--- config.mk ---
export PLATFORM = sky130hd
export DESIGN_NAME = text_command_line_parser_unit
export DESIGN_NICKNAME = d
export VERILOG_FILES = /design/src/rtl/core/tclp_pkg.sv /design/src/rtl/core/tclp_front.sv /design/src/rtl/core/tclp_queue.sv /design/src/rtl/core/tclp_back.sv /design/src/rtl/core/text_command_line_parser_unit.sv
export SDC_FILE = /design/constraint.sdc
export NUM_CORES = 1
export LEC_CHECK = 0
export BUFFER_PORTS_ARGS = -buffer_cell sky130_fd_sc_hd__buf_2
export CORE_ASPECT_RATIO = 1.1
export CORE_MARGIN = 2
export CORE_UTILIZATION = 45
export CTS_BUF_LIST = sky130_fd_sc_hd__clkbuf_16
export DETAILED_ROUTE_END_ITERATION = 10
export PLACE_DENSITY = 0.69
export SYNTH_ARGS = -nofsm -noshare
export SYNTH_HDL_FRONTEND = slang
export SYNTH_SLANG_ARGS = --single-unit
export TNS_END_PERCENT = 20
--- constraint.sdc ---
create_clock -name aclk -period 15 [get_ports aclk]
set_input_delay 3 -clock aclk [delete_from_list [all_inputs] [get_ports aclk]]
set_output_delay 3 -clock aclk [all_outputs]
set_load 0.005 [all_outputs]
--- src/rtl/core/tclp_pkg.sv ---
`timescale 1ns / 1ps
// tclp_pkg: shared types, message codes and keyword tables of the command line parser
// no dependencies; imported by every module of the block

package tclp_pkg;

    // one input transfer: a message byte and the end-of-buffer flag
    typedef struct packed {
        logic [7:0] byte_in;
        logic       last_byte;
    } in_item_t;

    // one result transfer
    typedef struct packed {
        logic [2:0]  msg_type;
        logic [3:0]  first_arg_len;
        logic [63:0] first_arg_text;
        logic [3:0]  second_arg_len;
        logic [63:0] second_arg_text;
    } out_item_t;

    // character classes worked out by the front end
    typedef struct packed {
        logic space;
        logic digit;
        logic alpha;
        logic cr;
        logic lf;
    } char_class_t;

    // queue entry between front and back
    typedef struct packed {
        logic [7:0]  ch;
        logic        last;
        char_class_t cls;
    } q_entry_t;

    // message type codes
    localparam logic [2:0] MSG_ERROR   = 3'd0;
    localparam logic [2:0] MSG_GOTMOVE = 3'd1;
    localparam logic [2:0] MSG_JOIN    = 3'd2;
    localparam logic [2:0] MSG_LEAVE   = 3'd3;
    localparam logic [2:0] MSG_LOGOUT  = 3'd4;
    localparam logic [2:0] MSG_LOGIN   = 3'd5;
    localparam logic [2:0] MSG_MOVE    = 3'd6;
    localparam logic [2:0] MSG_OK      = 3'd7;

    localparam logic [7:0] CHAR_CR = 8'h0D;
    localparam logic [7:0] CHAR_LF = 8'h0A;

    localparam int KW_COUNT = 7;

    // keyword text, first character in bits 7:0
    function automatic logic [55:0] kw_text(input logic [2:0] code);
        logic [55:0] t;
        t = '0;
        case (code)
            MSG_GOTMOVE: t = {"E", "V", "O", "M", "T", "O", "G"};
            MSG_JOIN:    t = {24'h0, "N", "I", "O", "J"};
            MSG_LEAVE:   t = {16'h0, "E", "V", "A", "E", "L"};
            MSG_LOGOUT:  t = {8'h0, "T", "U", "O", "G", "O", "L"};
            MSG_LOGIN:   t = {16'h0, "N", "I", "G", "O", "L"};
            MSG_MOVE:    t = {24'h0, "E", "V", "O", "M"};
            MSG_OK:      t = {40'h0, "K", "O"};
            default:     t = '0;
        endcase
        return t;
    endfunction

    // keyword length in characters
    function automatic logic [2:0] kw_len(input logic [2:0] code);
        logic [2:0] n;
        n = 3'd0;
        case (code)
            MSG_GOTMOVE: n = 3'd7;
            MSG_JOIN:    n = 3'd4;
            MSG_LEAVE:   n = 3'd5;
            MSG_LOGOUT:  n = 3'd6;
            MSG_LOGIN:   n = 3'd5;
            MSG_MOVE:    n = 3'd4;
            MSG_OK:      n = 3'd2;
            default:     n = 3'd0;
        endcase
        return n;
    endfunction

endpackage

--- src/rtl/core/tclp_front.sv ---
`timescale 1ns / 1ps
// tclp_front: classifies each incoming byte for the parser back end
// depends on tclp_pkg

module tclp_front (
    input  tclp_pkg::in_item_t in_item,
    output tclp_pkg::q_entry_t entry
);
    import tclp_pkg::*;

    logic [7:0] ch;

    assign ch = in_item.byte_in;

    // class flags; high bytes fall in no class
    always_comb begin
        entry.ch        = ch;
        entry.last      = in_item.last_byte;
        entry.cls.space = ch inside {8'h20, [8'h09:8'h0C]};
        entry.cls.digit = ch inside {[8'h30:8'h39]};
        entry.cls.alpha = ch inside {[8'h41:8'h5A], [8'h61:8'h7A]};
        entry.cls.cr    = (ch == CHAR_CR);
        entry.cls.lf    = (ch == CHAR_LF);
    end

endmodule

--- src/rtl/core/tclp_queue.sv ---
`timescale 1ns / 1ps
// tclp_queue: two-entry queue of classified bytes between front and back
// depends on tclp_pkg

module tclp_queue (
    input  logic               aclk,
    input  logic               aresetn,
    input  logic               wr_valid,
    output logic               wr_ready,
    input  tclp_pkg::q_entry_t wr_data,
    output logic               rd_valid,
    input  logic               rd_ready,
    output tclp_pkg::q_entry_t rd_data
);
    import tclp_pkg::*;

    q_entry_t   slot_reg [2];
    logic       wr_ptr_reg, wr_ptr_next;
    logic       rd_ptr_reg, rd_ptr_next;
    logic [1:0] count_reg, count_next;
    logic       push, pop;

    assign wr_ready = (count_reg != 2'd2);
    assign rd_valid = (count_reg != 2'd0);
    assign rd_data  = slot_reg[rd_ptr_reg];
    assign push     = wr_valid && wr_ready;
    assign pop      = rd_valid && rd_ready;

    // pointer and fill bookkeeping
    always_comb begin
        wr_ptr_next = push ? ~wr_ptr_reg : wr_ptr_reg;
        rd_ptr_next = pop ? ~rd_ptr_reg : rd_ptr_reg;
        count_next  = count_reg;
        if (push && !pop) begin
            count_next = count_reg + 2'd1;
        end else if (pop && !push) begin
            count_next = count_reg - 2'd1;
        end
    end

    always_ff @(posedge aclk) begin
        if (!aresetn) begin
            wr_ptr_reg <= 1'b0;
            rd_ptr_reg <= 1'b0;
            count_reg  <= 2'd0;
        end else begin
            wr_ptr_reg <= wr_ptr_next;
            rd_ptr_reg <= rd_ptr_next;
            count_reg  <= count_next;
        end
    end

    // entry storage
    always_ff @(posedge aclk) begin
        if (push) begin
            slot_reg[wr_ptr_reg] <= wr_data;
        end
    end

endmodule

--- src/rtl/core/tclp_back.sv ---
`timescale 1ns / 1ps
// tclp_back: parser state machine over classified bytes, with the result register
// depends on tclp_pkg

module tclp_back #(
    parameter int MAX_ARG_CHARS = 8
) (
    input  logic                aclk,
    input  logic                aresetn,
    input  logic                q_valid,
    output logic                q_ready,
    input  tclp_pkg::q_entry_t  q_data,
    output logic                m_valid,
    input  logic                m_ready,
    output tclp_pkg::out_item_t m_item
);
    import tclp_pkg::*;

    localparam logic [3:0] MAX_LEN = 4'(MAX_ARG_CHARS);

    typedef enum logic [8:0] {
        PH_LEAD  = 9'b000000001,
        PH_KEY   = 9'b000000010,
        PH_SKIP1 = 9'b000000100,
        PH_ARG1  = 9'b000001000,
        PH_SKIP2 = 9'b000010000,
        PH_ARG2  = 9'b000100000,
        PH_TRAIL = 9'b001000000,
        PH_CR    = 9'b010000000,
        PH_DONE  = 9'b100000000
    } phase_t;

    phase_t      phase_reg, phase_next;
    logic [2:0]  prog_reg, prog_next;
    logic [6:0]  alive_reg, alive_next;
    logic [2:0]  cmd_reg, cmd_next;
    logic        failed_reg, failed_next;
    logic [3:0]  arg1_cnt_reg, arg1_cnt_next;
    logic [63:0] arg1_txt_reg, arg1_txt_next;
    logic [3:0]  arg2_cnt_reg, arg2_cnt_next;
    logic [63:0] arg2_txt_reg, arg2_txt_next;
    logic        m_valid_reg;
    out_item_t   m_item_reg, m_item_next;
    logic        pop;

    // keywords that still agree with the typed prefix and continue with ch
    function automatic logic [6:0] key_match(input logic [6:0] alive, input logic [2:0] pos,
                                             input logic [7:0] ch);
        logic [6:0]  hit;
        logic [55:0] txt;
        hit = '0;
        for (int k = 0; k < KW_COUNT; k++) begin
            txt    = kw_text(3'(k + 1));
            hit[k] = alive[k] && (kw_len(3'(k + 1)) > pos) && (txt[{pos, 3'b000} +: 8] == ch);
        end
        return hit;
    endfunction

    // lowest command code among the matching keywords
    function automatic logic [2:0] first_cmd(input logic [6:0] hit);
        logic [2:0] code;
        code = MSG_ERROR;
        for (int k = KW_COUNT - 1; k >= 0; k--) begin
            if (hit[k]) begin
                code = 3'(k + 1);
            end
        end
        return code;
    endfunction

    // result slot frees when empty or being taken
    assign pop     = q_valid && (!q_data.last || !m_valid_reg || m_ready);
    assign q_ready = pop;
    assign m_valid = m_valid_reg;
    assign m_item  = m_item_reg;

    // one byte through the phase chain; a byte that ends a token is
    // reexamined by the following phase
    always_comb begin
        phase_t     ph;
        logic [2:0] prog;
        logic [6:0] alive;
        logic [2:0] cmd;
        logic       fail;
        logic [3:0] c1n, c2n;
        logic [63:0] c1t, c2t;
        logic       pending;
        logic [6:0] hit;
        logic       ok;

        ph      = phase_reg;
        prog    = prog_reg;
        alive   = alive_reg;
        cmd     = cmd_reg;
        fail    = failed_reg;
        c1n     = arg1_cnt_reg;
        c1t     = arg1_txt_reg;
        c2n     = arg2_cnt_reg;
        c2t     = arg2_txt_reg;
        pending = 1'b1;
        hit     = '0;
        ok      = 1'b0;

        for (int i = 0; i < 5; i++) begin
            if (pending && !fail) begin
                case (ph)
                    PH_LEAD: begin
                        if (q_data.cls.space) begin
                            pending = 1'b0;
                        end else begin
                            prog  = 3'd0;
                            alive = '1;
                            ph    = PH_KEY;
                        end
                    end
                    PH_KEY: begin
                        hit = key_match(alive, prog, q_data.ch);
                        if (hit == '0) begin
                            fail = 1'b1;
                        end else begin
                            alive   = hit;
                            cmd     = first_cmd(hit);
                            prog    = prog + 3'd1;
                            pending = 1'b0;
                            if (prog == kw_len(cmd)) begin
                                if (cmd == MSG_GOTMOVE || cmd == MSG_MOVE || cmd == MSG_LOGIN) begin
                                    ph = PH_SKIP1;
                                end else begin
                                    ph = PH_TRAIL;
                                end
                            end
                        end
                    end
                    PH_SKIP1: begin
                        if (q_data.cls.space) begin
                            prog    = 3'd0;
                            pending = 1'b0;
                        end else if (cmd == MSG_LOGIN && prog != 3'd0 && q_data.cls.alpha) begin
                            // login run straight into a letter
                            fail = 1'b1;
                        end else begin
                            ph = PH_ARG1;
                        end
                    end
                    PH_ARG1: begin
                        ok = q_data.cls.digit || (cmd == MSG_LOGIN && q_data.cls.alpha);
                        if (c1n < MAX_LEN && ok) begin
                            c1t[{c1n[2:0], 3'b000} +: 8] = q_data.ch;
                            c1n     = c1n + 4'd1;
                            pending = 1'b0;
                        end else if (c1n == 4'd0) begin
                            fail = 1'b1;
                        end else begin
                            ph = (cmd == MSG_LOGIN) ? PH_TRAIL : PH_SKIP2;
                        end
                    end
                    PH_SKIP2: begin
                        if (q_data.cls.space) begin
                            pending = 1'b0;
                        end else begin
                            ph = PH_ARG2;
                        end
                    end
                    PH_ARG2: begin
                        if (c2n < MAX_LEN && q_data.cls.digit) begin
                            c2t[{c2n[2:0], 3'b000} +: 8] = q_data.ch;
                            c2n     = c2n + 4'd1;
                            pending = 1'b0;
                        end else if (c2n == 4'd0) begin
                            fail = 1'b1;
                        end else begin
                            ph = PH_TRAIL;
                        end
                    end
                    PH_TRAIL: begin
                        if (q_data.cls.space) begin
                            pending = 1'b0;
                        end else if (q_data.cls.cr) begin
                            ph      = PH_CR;
                            pending = 1'b0;
                        end else begin
                            fail = 1'b1;
                        end
                    end
                    PH_CR: begin
                        if (q_data.cls.lf) begin
                            ph      = PH_DONE;
                            pending = 1'b0;
                        end else begin
                            fail = 1'b1;
                        end
                    end
                    default: begin
                        fail = 1'b1;
                    end
                endcase
            end
        end

        // result of the message on its final byte
        m_item_next.msg_type        = (!fail && ph == PH_DONE) ? cmd : MSG_ERROR;
        m_item_next.first_arg_len   = c1n;
        m_item_next.first_arg_text  = c1t;
        m_item_next.second_arg_len  = c2n;
        m_item_next.second_arg_text = c2t;

        // final byte returns the parser to its start
        if (q_data.last) begin
            phase_next    = PH_LEAD;
            prog_next     = 3'd0;
            alive_next    = '1;
            cmd_next      = MSG_ERROR;
            failed_next   = 1'b0;
            arg1_cnt_next = 4'd0;
            arg1_txt_next = '0;
            arg2_cnt_next = 4'd0;
            arg2_txt_next = '0;
        end else begin
            phase_next    = ph;
            prog_next     = prog;
            alive_next    = alive;
            cmd_next      = cmd;
            failed_next   = fail;
            arg1_cnt_next = c1n;
            arg1_txt_next = c1t;
            arg2_cnt_next = c2n;
            arg2_txt_next = c2t;
        end
    end

    // parser state
    always_ff @(posedge aclk) begin
        if (!aresetn) begin
            phase_reg    <= PH_LEAD;
            prog_reg     <= 3'd0;
            alive_reg    <= '1;
            cmd_reg      <= MSG_ERROR;
            failed_reg   <= 1'b0;
            arg1_cnt_reg <= 4'd0;
            arg1_txt_reg <= '0;
            arg2_cnt_reg <= 4'd0;
            arg2_txt_reg <= '0;
        end else if (pop) begin
            phase_reg    <= phase_next;
            prog_reg     <= prog_next;
            alive_reg    <= alive_next;
            cmd_reg      <= cmd_next;
            failed_reg   <= failed_next;
            arg1_cnt_reg <= arg1_cnt_next;
            arg1_txt_reg <= arg1_txt_next;
            arg2_cnt_reg <= arg2_cnt_next;
            arg2_txt_reg <= arg2_txt_next;
        end
    end

    // result register
    always_ff @(posedge aclk) begin
        if (!aresetn) begin
            m_valid_reg <= 1'b0;
        end else if (pop && q_data.last) begin
            m_valid_reg <= 1'b1;
        end else if (m_ready) begin
            m_valid_reg <= 1'b0;
        end
    end

    always_ff @(posedge aclk) begin
        if (pop && q_data.last) begin
            m_item_reg <= m_item_next;
        end
    end

    // a final byte always leaves a result behind
    a_last_gives_result: assert property (@(posedge aclk) disable iff (!aresetn)
        pop && q_data.last |=> m_valid_reg)
        else $error("final byte taken without a result");

    // a final byte clears the parser for the next message
    a_last_clears: assert property (@(posedge aclk) disable iff (!aresetn)
        pop && q_data.last |=> phase_reg == PH_LEAD && !failed_reg
                               && arg1_cnt_reg == 4'd0 && arg2_cnt_reg == 4'd0)
        else $error("parser not cleared after final byte");

    // argument counts stay within the capture limit
    a_count_limit: assert property (@(posedge aclk) disable iff (!aresetn)
        arg1_cnt_reg <= MAX_LEN && arg2_cnt_reg <= MAX_LEN)
        else $error("argument count beyond limit");

    // a waiting result is never dropped
    a_result_held: assert property (@(posedge aclk) disable iff (!aresetn)
        m_valid_reg && !m_ready |=> m_valid_reg)
        else $error("pending result lost");

endmodule

--- src/rtl/core/text_command_line_parser_unit.sv ---
`timescale 1ns / 1ps
// text_command_line_parser_unit: top level of the command line parser
// depends on tclp_pkg, tclp_front, tclp_queue, tclp_back
//
//   channel   ports                      payload                 direction
//   input     s_valid s_ready s_item     in_item_t (byte, last)  in
//   result    m_valid m_ready m_item     out_item_t              out
//
// one byte per cycle sustained unless a final byte waits on a stalled result; each byte
// is registered in the two-entry queue, parsed by the back end as it leaves, and a final
// byte loads the result register. each parse is one pass through a chain of parser phases.
// reset (aresetn low, synchronous) empties the queue and returns the parser to its start.
// a stalled result holds only final bytes; other bytes keep draining into the parser.

module text_command_line_parser_unit #(
    parameter int MAX_ARG_CHARS = 8
) (
    input  logic                aclk,
    input  logic                aresetn,
    input  logic                s_valid,
    output logic                s_ready,
    input  tclp_pkg::in_item_t  s_item,
    output logic                m_valid,
    input  logic                m_ready,
    output tclp_pkg::out_item_t m_item
);
    import tclp_pkg::*;

    q_entry_t front_entry;
    q_entry_t q_data;
    logic     q_valid;
    logic     q_ready;

    // byte classification
    tclp_front u_front (
        .in_item (s_item),
        .entry   (front_entry)
    );

    // decoupling queue
    tclp_queue u_queue (
        .aclk     (aclk),
        .aresetn  (aresetn),
        .wr_valid (s_valid),
        .wr_ready (s_ready),
        .wr_data  (front_entry),
        .rd_valid (q_valid),
        .rd_ready (q_ready),
        .rd_data  (q_data)
    );

    // parser and result register
    tclp_back #(
        .MAX_ARG_CHARS (MAX_ARG_CHARS)
    ) u_back (
        .aclk    (aclk),
        .aresetn (aresetn),
        .q_valid (q_valid),
        .q_ready (q_ready),
        .q_data  (q_data),
        .m_valid (m_valid),
        .m_ready (m_ready),
        .m_item  (m_item)
    );

endmodule
==> results of run 1 <==
-- kinds of logic (layout without fill, tap and decap cells) --
logic type               after synthesis  count (layout)  share of synthesized area
AND/OR/NAND/NOR                      833             833                      0.203
buffers and inverters                224             333                     0.0430
adder cells (fa/ha/maj)               73              73                     0.0423
XOR/XNOR                              98              98                     0.0398
multiplexers                          68              68                     0.0359
flip-flops                           332             332                      0.386
AO/OA/AOI/OAI                        748             748                      0.250
-- metal layers --
metal  share of wire  GRT usage  vias to the layer above
met3           0.081     0.0524                      223
met1            0.40      0.380                     9646
met5               0          0                        -
li1                -          -                     9164
met2            0.46      0.485                     1106
met4           0.053      0.153                        0
-- power breakdown --
part,total (W),internal [W],switching (W)
registers,0.00119,0.00112,0.0000628
clock network,0.000910,0.000531,0.000380
logic,0.00162,0.000473,0.00114
total,0.00371,0.00213,0.00159
-- through the flow --
| step | std cells | setup slack (ns) | power [W] |
|---|---|---|---|
| floorplan | 2376 | 6.72 | 0.00220 |
| global placement | 3066 | 5.25 | 0.00276 |
| detailed placement | 3066 | 5.07 | 0.00277 |
| CTS | 3130 | 5.05 | 0.00368 |
| global route | 3130 | 4.40 | 0.00387 |
| finish | 3130 | 4.83 | 0.00371 |
-- cells in the mapped netlist, types with 9 or more instances --
cell type	instances	area, um2
nor2b_1	104	651
o2111ai_1	12	105
nand3_1	62	310
xnor2_1	92	806
or3_1	18	113
a22oi_1	88	661
o21a_1	18	135
nor2_1	170	638
and3_1	22	138
nor3b_1	13	97.6
nor4_1	30	188
and2_1	32	200
or4_1	19	143
nand2_1	190	713
and4_1	12	105
inv_1	72	270
a32o_1	11	110
a22o_1	87	762
nor4b_1	12	105
o21ai_1	22	110
mux2i_1	26	260
dfxtp_1	165	3300
o31ai_1	15	113
buf_1	11	41.3
nand2b_1	19	119
buf_2	27	135
nor3_1	58	290
mux2_2	35	394
o211ai_1	13	97.6
a21oi_1	109	546
o21ai_0	125	626
a211oi_1	22	165
edfxtp_1	167	5010
clkbuf_1	98	368
or2_2	10	62.6
a21o_1	19	143
ha_1	73	913
o22ai_1	36	225
nand4_1	28	175
a31oi_1	33	206
a2111oi_0	9	78.8
-- how the worst min path moves through the flow --
| stage | endpoint | slack (ns) | from |
|---|---|---|---|
| floorplan | u_back.arg2_txt_reg[37] | 0.43 | u_back.arg2_txt_reg[37] |
| global placement | u_back.arg2_txt_reg[37] | 0.43 | u_back.arg2_txt_reg[37] |
| detailed placement | u_back.arg2_txt_reg[61] | 0.44 | u_back.arg2_txt_reg[61] |
| CTS | u_back.arg2_txt_reg[57] | 0.45 | u_back.arg2_txt_reg[57] |
| global route | u_back.arg2_txt_reg[57] | 0.47 | u_back.arg2_txt_reg[57] |
| finish | u_back.arg2_txt_reg[35] | 0.45 | u_back.arg2_txt_reg[35] |
-- worst min-delay path, delay by kind of cell (launching register included) --
family             cells  cell delay, ns
and+or+nand+nor        1            0.05
DFF                    1            0.31
AOI/OAI and AO/OA      1            0.05
-- cell usage in the layout (no fill, tap or decap), types with 58 or more instances in the layout --
cell type / synthesis / final
a22o_1: 87 / 87
nor2_1: 170 / 169
buf_2: 27 / 153
dfxtp_1: 165 / 164
a21oi_1: 109 / 109
nand3_1: 62 / 62
edfxtp_1: 167 / 167
o21ai_0: 125 / 125
ha_1: 73 / 73
nand2_1: 190 / 190
xnor2_1: 92 / 92
a22oi_1: 88 / 88
nor3_1: 58 / 58
nor2b_1: 104 / 104
inv_1: 72 / 75
-- cell type report --
cell class | count | area share
multi-input combinational | 1820 | 0.514
sequential | 332 | 0.346
timing repair buffer | 189 | 0.0431
clock buffer | 36 | 0.0375
tap | 645 | 0.0336
inverter | 80 | 0.0127
clock inverter | 28 | 0.0126
==> insert_results.sql, run 1 <==
INSERT INTO impl_metrics (metric_group, metric, value, unit) VALUES
('outcome', 'run_status', 'finished clean', ''),
('sta', 'fin_crit_sh', '0.678', ''),
('clocking', 'clock_insertion_delay_worst_skew', '0.56', 'ns'),
('setup_path', 'worst_setup_path_end_kind', 'register', ''),
('die', 'die_w', '213', 'um'),
('clocking', 'numCtsBuffers', '35', ''),
('setup_path', 'critical_path_class', 'register to register', ''),
('hold_path', 'hold_class', 'register to register', ''),
('logic_synthesis', 'prevailing_post_synth_register_cell', 'edfxtp_1', ''),
('layout', 'post_route_cells_drive_above_1_share', '0.140', ''),
('die', 'dieHeight', '234', 'um'),
('logic_synthesis', 'ys.warnings.count', '0', ''),
('setup_path', 'timing.reg2reg.setup_slack', '4.83', 'ns'),
('sta', 'setup_total_negative_slack', '0', 'ns'),
('pwr', 'power_per_standard_cell_area', '154', 'mW/mm2'),
('die', 'die_area', '0.0497', 'mm2'),
('sta', 'fin_worst_skew', '0.0211', 'ns'),
('layout', 'largest_reg_flops', '139', ''),
('sta', 'grt_setup_unrepaired', 'no', ''),
('layout', 'flow.area_growth_from_synthesis', '11.4', '%'),
('detailed_routing', 'drt-initial-drc-count', '2230', ''),
('sta', 'max_slew.worst_pin.slew', '1.11', 'ns'),
('layout', 'antenna_cells_inserted', '0', ''),
('setup_path', 'cpLargestDelayFamily', 'compound AO/OA/AOI/OAI gates', ''),
('clocking', 'clock_slew_at_reported_path_ffs', '0.06', 'ns'),
('layout', 'multiInputGateArea', '0.0124', 'mm2'),
('layout', 'sequential_cell_area', '0.00832', 'mm2'),
('clocking', 'ctsHtreeMaxLevel', '2', ''),
('setup_path', 'crit_path_frequent_cell', 'ha_1', ''),
('grt', 'first_global_vias', '18600', ''),
('sta', 'timing_max_transition_violations_final', '0', ''),
('sta', 'maxSlewHeadroom', '0.260', ''),
('place', 'number_of_input_and_output_port_buffers_inserted', '153', ''),
('logic_synthesis', 'post_synth_num_cell_types', '111', ''),
('setup_path', 'cp-endpoint', 'u_back.failed_reg', ''),
('sta', 'post_layout_minimum_cycle_time', '10.17', 'ns'),
('logic_synthesis', 'synth.cell_area', '0.0216', 'mm2'),
('pwr', 'leakagePower', '8.49', 'nW'),
('setup_path', 'critical_path.n_buffers_inverters', '3', ''),
('grt', 'initial_antenna_violation_count', '0', ''),
('layout', 'fin_util', '0.505', ''),
('detailed_routing', 'drc_errors_left', '0', ''),
('detailed_routing', 'drt-wirelength-per-cell', '24.2', 'um'),
('logic_synthesis', 'synth_enable_flop_cells', '167', ''),
('detailed_routing', 'postRouteAntennaNets', '0', ''),
('clocking', 'cts_root_buffer', 'clkbuf_16', ''),
('setup_path', 'cp_data_arrival_time', '10.62', 'ns'),
('sta', 'fmax', '98.3', 'MHz'),
('logic_synthesis', 'synthesis.nets', '2462', ''),
('detailed_routing', 'dr_total_vias', '20100', ''),
('logic_synthesis', 'syn-instance-count', '2376', ''),
('logic_synthesis', 'syn-mean-instance-area', '9.08', 'um2'),
('detailed_routing', 'route.detailed.vias_per_inst', '6.43', ''),
('setup_path', 'cp_slowest_stage_delay', '0.78', 'ns'),
('setup_path', 'timing.critical_path.slowest_stage_cell', 'dfxtp_1', ''),
('die', 'floorplan.core_area', '0.0476', 'mm2'),
('hold_path', 'worstHoldPathCells', '2', ''),
('place', 'placedInstanceArea', '0.0228', 'mm2'),
('clocking', 'clock_tree_from_tritoncts', 'yes', ''),
('job', 'max_cap_viol_count', '0', ''),
('sta', 'report.final.setup_viol', '0', ''),
('logic_synthesis', 'synth_seq_cells', '332', ''),
('setup_path', 'timing.rr.start', 'u_back.prog_reg[0]', ''),
('grt', 'globalRouteTotalUtil', '0.298', ''),
('place', 'final_estimated_routing_congestion_in_global_placement', '1.02', ''),
('grt', 'grt_first_pass_wirelength', '113', 'mm'),
('clocking', 'ctsLongestPathBuffers', '3', ''),
('pwr', 'vdd.ir_drop.worst', '84.7', 'uV'),
('setup_path', 'critical_path_required', '15.45', 'ns'),
('setup_path', 'critical_path_cell_count', '31', ''),
('sta', 'hold_viol_final', '0', '');
(Power assumes the default switching activity.)
==> run 2, diff against run 1 <==
PLACE_DENSITY = 0.72   (was 0.69)
clock period = 8.9 ns   (was 15 ns; I/O delays follow)
==> insert_results.sql, run 2 (synthesized netlist as in run 1, its figures left out) <==
INSERT INTO impl_metrics (metric_group, metric, value, unit) VALUES
('outcome', 'run_status', 'finished clean', ''),
('clocking', 'clock_slew_at_reported_path_ffs', '0.06', 'ns'),
('sta', 'fmax', '117', 'MHz'),
('sta', 'post_layout_minimum_cycle_time', '8.58', 'ns'),
('setup_path', 'path_max_fanout', '18', ''),
('pwr', 'sequentialPowerShare', '0.316', ''),
('pwr', 'cell_internal_pwr', '0.00365', 'W'),
('clocking', 'ctsLongestPathBuffers', '3', ''),
('setup_path', 'r2r_cells', '30', ''),
('setup_path', 'timing.critical_path.slowest_stage_cell', 'or4_1', ''),
('setup_path', 'startpoint_class_of_the_critical_path', 'register', ''),
('clocking', 'clock_insertion_delay_worst_skew', '0.56', 'ns'),
('sta', 'maxSlewHeadroom', '0.191', ''),
('layout', 'final_common_cell', 'nand2_1', ''),
('layout', 'post_route_cells_drive_above_1_share', '0.169', ''),
('pwr', 'net-switching-power', '0.00271', 'W'),
('sta', 'fin_worst_skew', '0.0213', 'ns'),
('grt', 'initial_antenna_violation_count', '1', ''),
('hold_path', 'whs_endpoint', 'u_back.arg2_txt_reg[35]', ''),
('detailed_routing', 'postRouteAntennaNets', '0', ''),
('place', 'dpl.hpwl', '58.7', 'mm'),
('die', 'row_count', '84', ''),
('pwr', 'power_per_standard_cell_area', '258', 'mW/mm2'),
('job', 'max_cap_viol_count', '0', ''),
('clocking', 'cts_sinks', '332', ''),
('setup_path', 'cp_data_arrival_time', '9.00', 'ns'),
('clocking', 'ctsHtreeMaxLevel', '2', ''),
('layout', 'antenna_cells_inserted', '0', ''),
('die', 'die_area', '0.0497', 'mm2'),
('place', 'number_of_input_and_output_port_buffers_inserted', '153', ''),
('grt', 'first_global_vias', '19300', ''),
('hold_path', 'hold_class', 'register to register', ''),
('layout', 'largest_reg_flops', '139', ''),
('hold_path', 'worst_hold_startpoint', 'u_back.arg2_txt_reg[35]', ''),
('setup_path', 'critical_path_required', '9.32', 'ns'),
('layout', 'fin_cells', '3215', ''),
('layout', 'sequential_cell_area', '0.00832', 'mm2'),
('hold_path', 'worstHoldPathCells', '2', ''),
('die', 'io_pins', '154', ''),
('clocking', 'numCtsBuffers', '35', ''),
('setup_path', 'timing.rr.end', 'u_back.failed_reg', ''),
('clocking', 'cts_root_buffer', 'clkbuf_16', ''),
('sta', 'setup_total_negative_slack', '0', 'ns'),
('die', 'initial_utilization', '0.453', ''),
('sta', 'grt_setup_unrepaired', 'no', ''),
('sta', 'fin_crit_sh', '0.964', ''),
('pwr', 'vdd.ir_drop.worst', '141', 'uV'),
('grt', 'grt_start_max_net_pins', '74', ''),
('detailed_routing', 'drt-initial-drc-count', '1993', ''),
('setup_path', 'critical_path_class', 'register to register', ''),
('setup_path', 'worst_setup_path_end_kind', 'register', ''),
('pwr', 'combPwrFrac', '0.451', ''),
('detailed_routing', 'route.detailed.vias_per_inst', '6.38', ''),
('detailed_routing', 'drc_errors_left', '0', ''),
('sta', 'max_slew.worst_pin.slew', '1.21', 'ns'),
('grt', 'grt_first_pass_wirelength', '117', 'mm'),
('setup_path', 'timing.reg2reg.setup_slack', '0.32', 'ns'),
('layout', 'final_nets', '2629', ''),
('clocking', 'clock_tree_from_tritoncts', 'yes', ''),
('detailed_routing', 'dr_total_vias', '20500', ''),
('place', 'final_estimated_routing_congestion_in_global_placement', '1.01', ''),
('pwr', 'clock_power_share', '0.232', ''),
('die', 'floorplan.core_area', '0.0476', 'mm2'),
('layout', 'most_frequent_cells_in_the_layout', '190 x nand2_1, 169 x nor2_1, 167 x edfxtp_1, 164 x dfxtp_1, 153 x buf_2', ''),
('sta', 'hold_viol_final', '0', ''),
('grt', 'globalRouteTotalUtil', '0.311', ''),
('detailed_routing', 'detailedRoute.firstPassIterationCount', '6', ''),
('detailed_routing', 'drt-wirelength-per-cell', '24.6', 'um'),
('setup_path', 'cp_slowest_stage_delay', '0.57', 'ns'),
('die', 'dieHeight', '234', 'um'),
('layout', 'filler_cell_count', '4357', ''),
('layout', 'flow.area_growth_from_synthesis', '14.3', '%'),
('place', 'placed_cells', '3147', ''),
('detailed_routing', 'wirelength_routed', '79.0', 'mm'),
('layout', 'multiInputGateArea', '0.0124', 'mm2'),
('pwr', 'leakagePower', '8.90', 'nW'),
('clocking', 'cts_hold_buf', '0', ''),
('sta', 'timing_max_transition_violations_final', '0', ''),
('grt', 'globalRouteOverflowTotal', '0', ''),
('sta', 'report.final.setup_viol', '0', ''),
('die', 'die_w', '213', 'um'),
('pwr', 'power_switching_share', '0.426', '');
==> run 2: cell count changes in the layout (fill, tap and decap cells not counted), moves of 2 or more <==
| cell | change |
|---|---|
| buf_4 | +84 |
| inv_1 | +5 |
| clkinv_1 | -4 |
| bufinv_16 | -2 |
| clkinv_4 | +2 |
==> run 2: critical path: cells and delay by family (launching register included) <==
family	cells	cell delay [ns]
multiplexers	1	0.46
AO/OA/AOI/OAI	12	2.76
flip-flops	1	0.53
XOR/XNOR	2	0.34
buffers and inverters	4	0.75
AND/OR/NAND/NOR	8	2.74
adder cells (fa/ha/maj)	3	0.88
==> run 2: power by group through the flow <==
stage          clock (W)  sequential, W  combinational [W]
3_5_place_dp           0        0.00204            0.00278
6_report         0.00148        0.00201            0.00287
4_1_cts          0.00150        0.00201            0.00279
2_1_floorplan          0        0.00204            0.00167
5_1_grt          0.00155        0.00203            0.00303
3_3_place_gp           0        0.00204            0.00277
==> run 2: worst max-delay path by stage <==
stage | cells after the start | slack [ns] | endpoint
after floorplan | 34 | 0.62 | u_back.failed_reg
after global placement | 29 | 0.57 | u_back.failed_reg
after detailed placement | 27 | 0.53 | u_back.m_item[9]
after CTS | 26 | 0.49 | u_back.m_item[12]
after global routing | 30 | 0.09 | u_back.failed_reg
final | 30 | 0.32 | u_back.failed_reg
==> run 2: final cells by class <==
type | instances | share of cell area
Timing Repair Buffer | 274 | 0.0684
Clock buffer | 37 | 0.0376
Tap cell | 645 | 0.0327
Sequential cell | 332 | 0.338
Inverter | 80 | 0.0124
Multi-Input combinational cell | 1820 | 0.502
Clock inverter | 27 | 0.00929
==> run 2: metrics by stage <==
step | util | instance area [um2] | setup slack [ns] | power [W] | hold WS (ns)
2_1_floorplan | - | 21600 | 0.617 | 0.00371 | 0.426
3_3_place_gp | 0.493 | 23500 | 0.572 | 0.00481 | 0.436
3_5_place_dp | 0.493 | 23500 | 0.535 | 0.00482 | 0.442
4_1_cts | 0.517 | 24600 | 0.494 | 0.00630 | 0.453
5_1_grt | 0.518 | 24600 | 0.0915 | 0.00662 | 0.467
6_report | 0.518 | 24600 | 0.321 | 0.00636 | 0.453
==> run 2: layer usage <==
layer,part of all wire,track usage,vias to the layer above
met1,0.41,0.399,9899
met3,0.078,0.0471,246
met5,0.00015,0,-
li1,-,-,9298
met2,0.45,0.500,1071
met4,0.060,0.175,2
==> run 2: timing repair <==
item,in CTS,in global routing
resized for setup,0,2
setup buffers,0,3
setup endpoints to repair,0,3
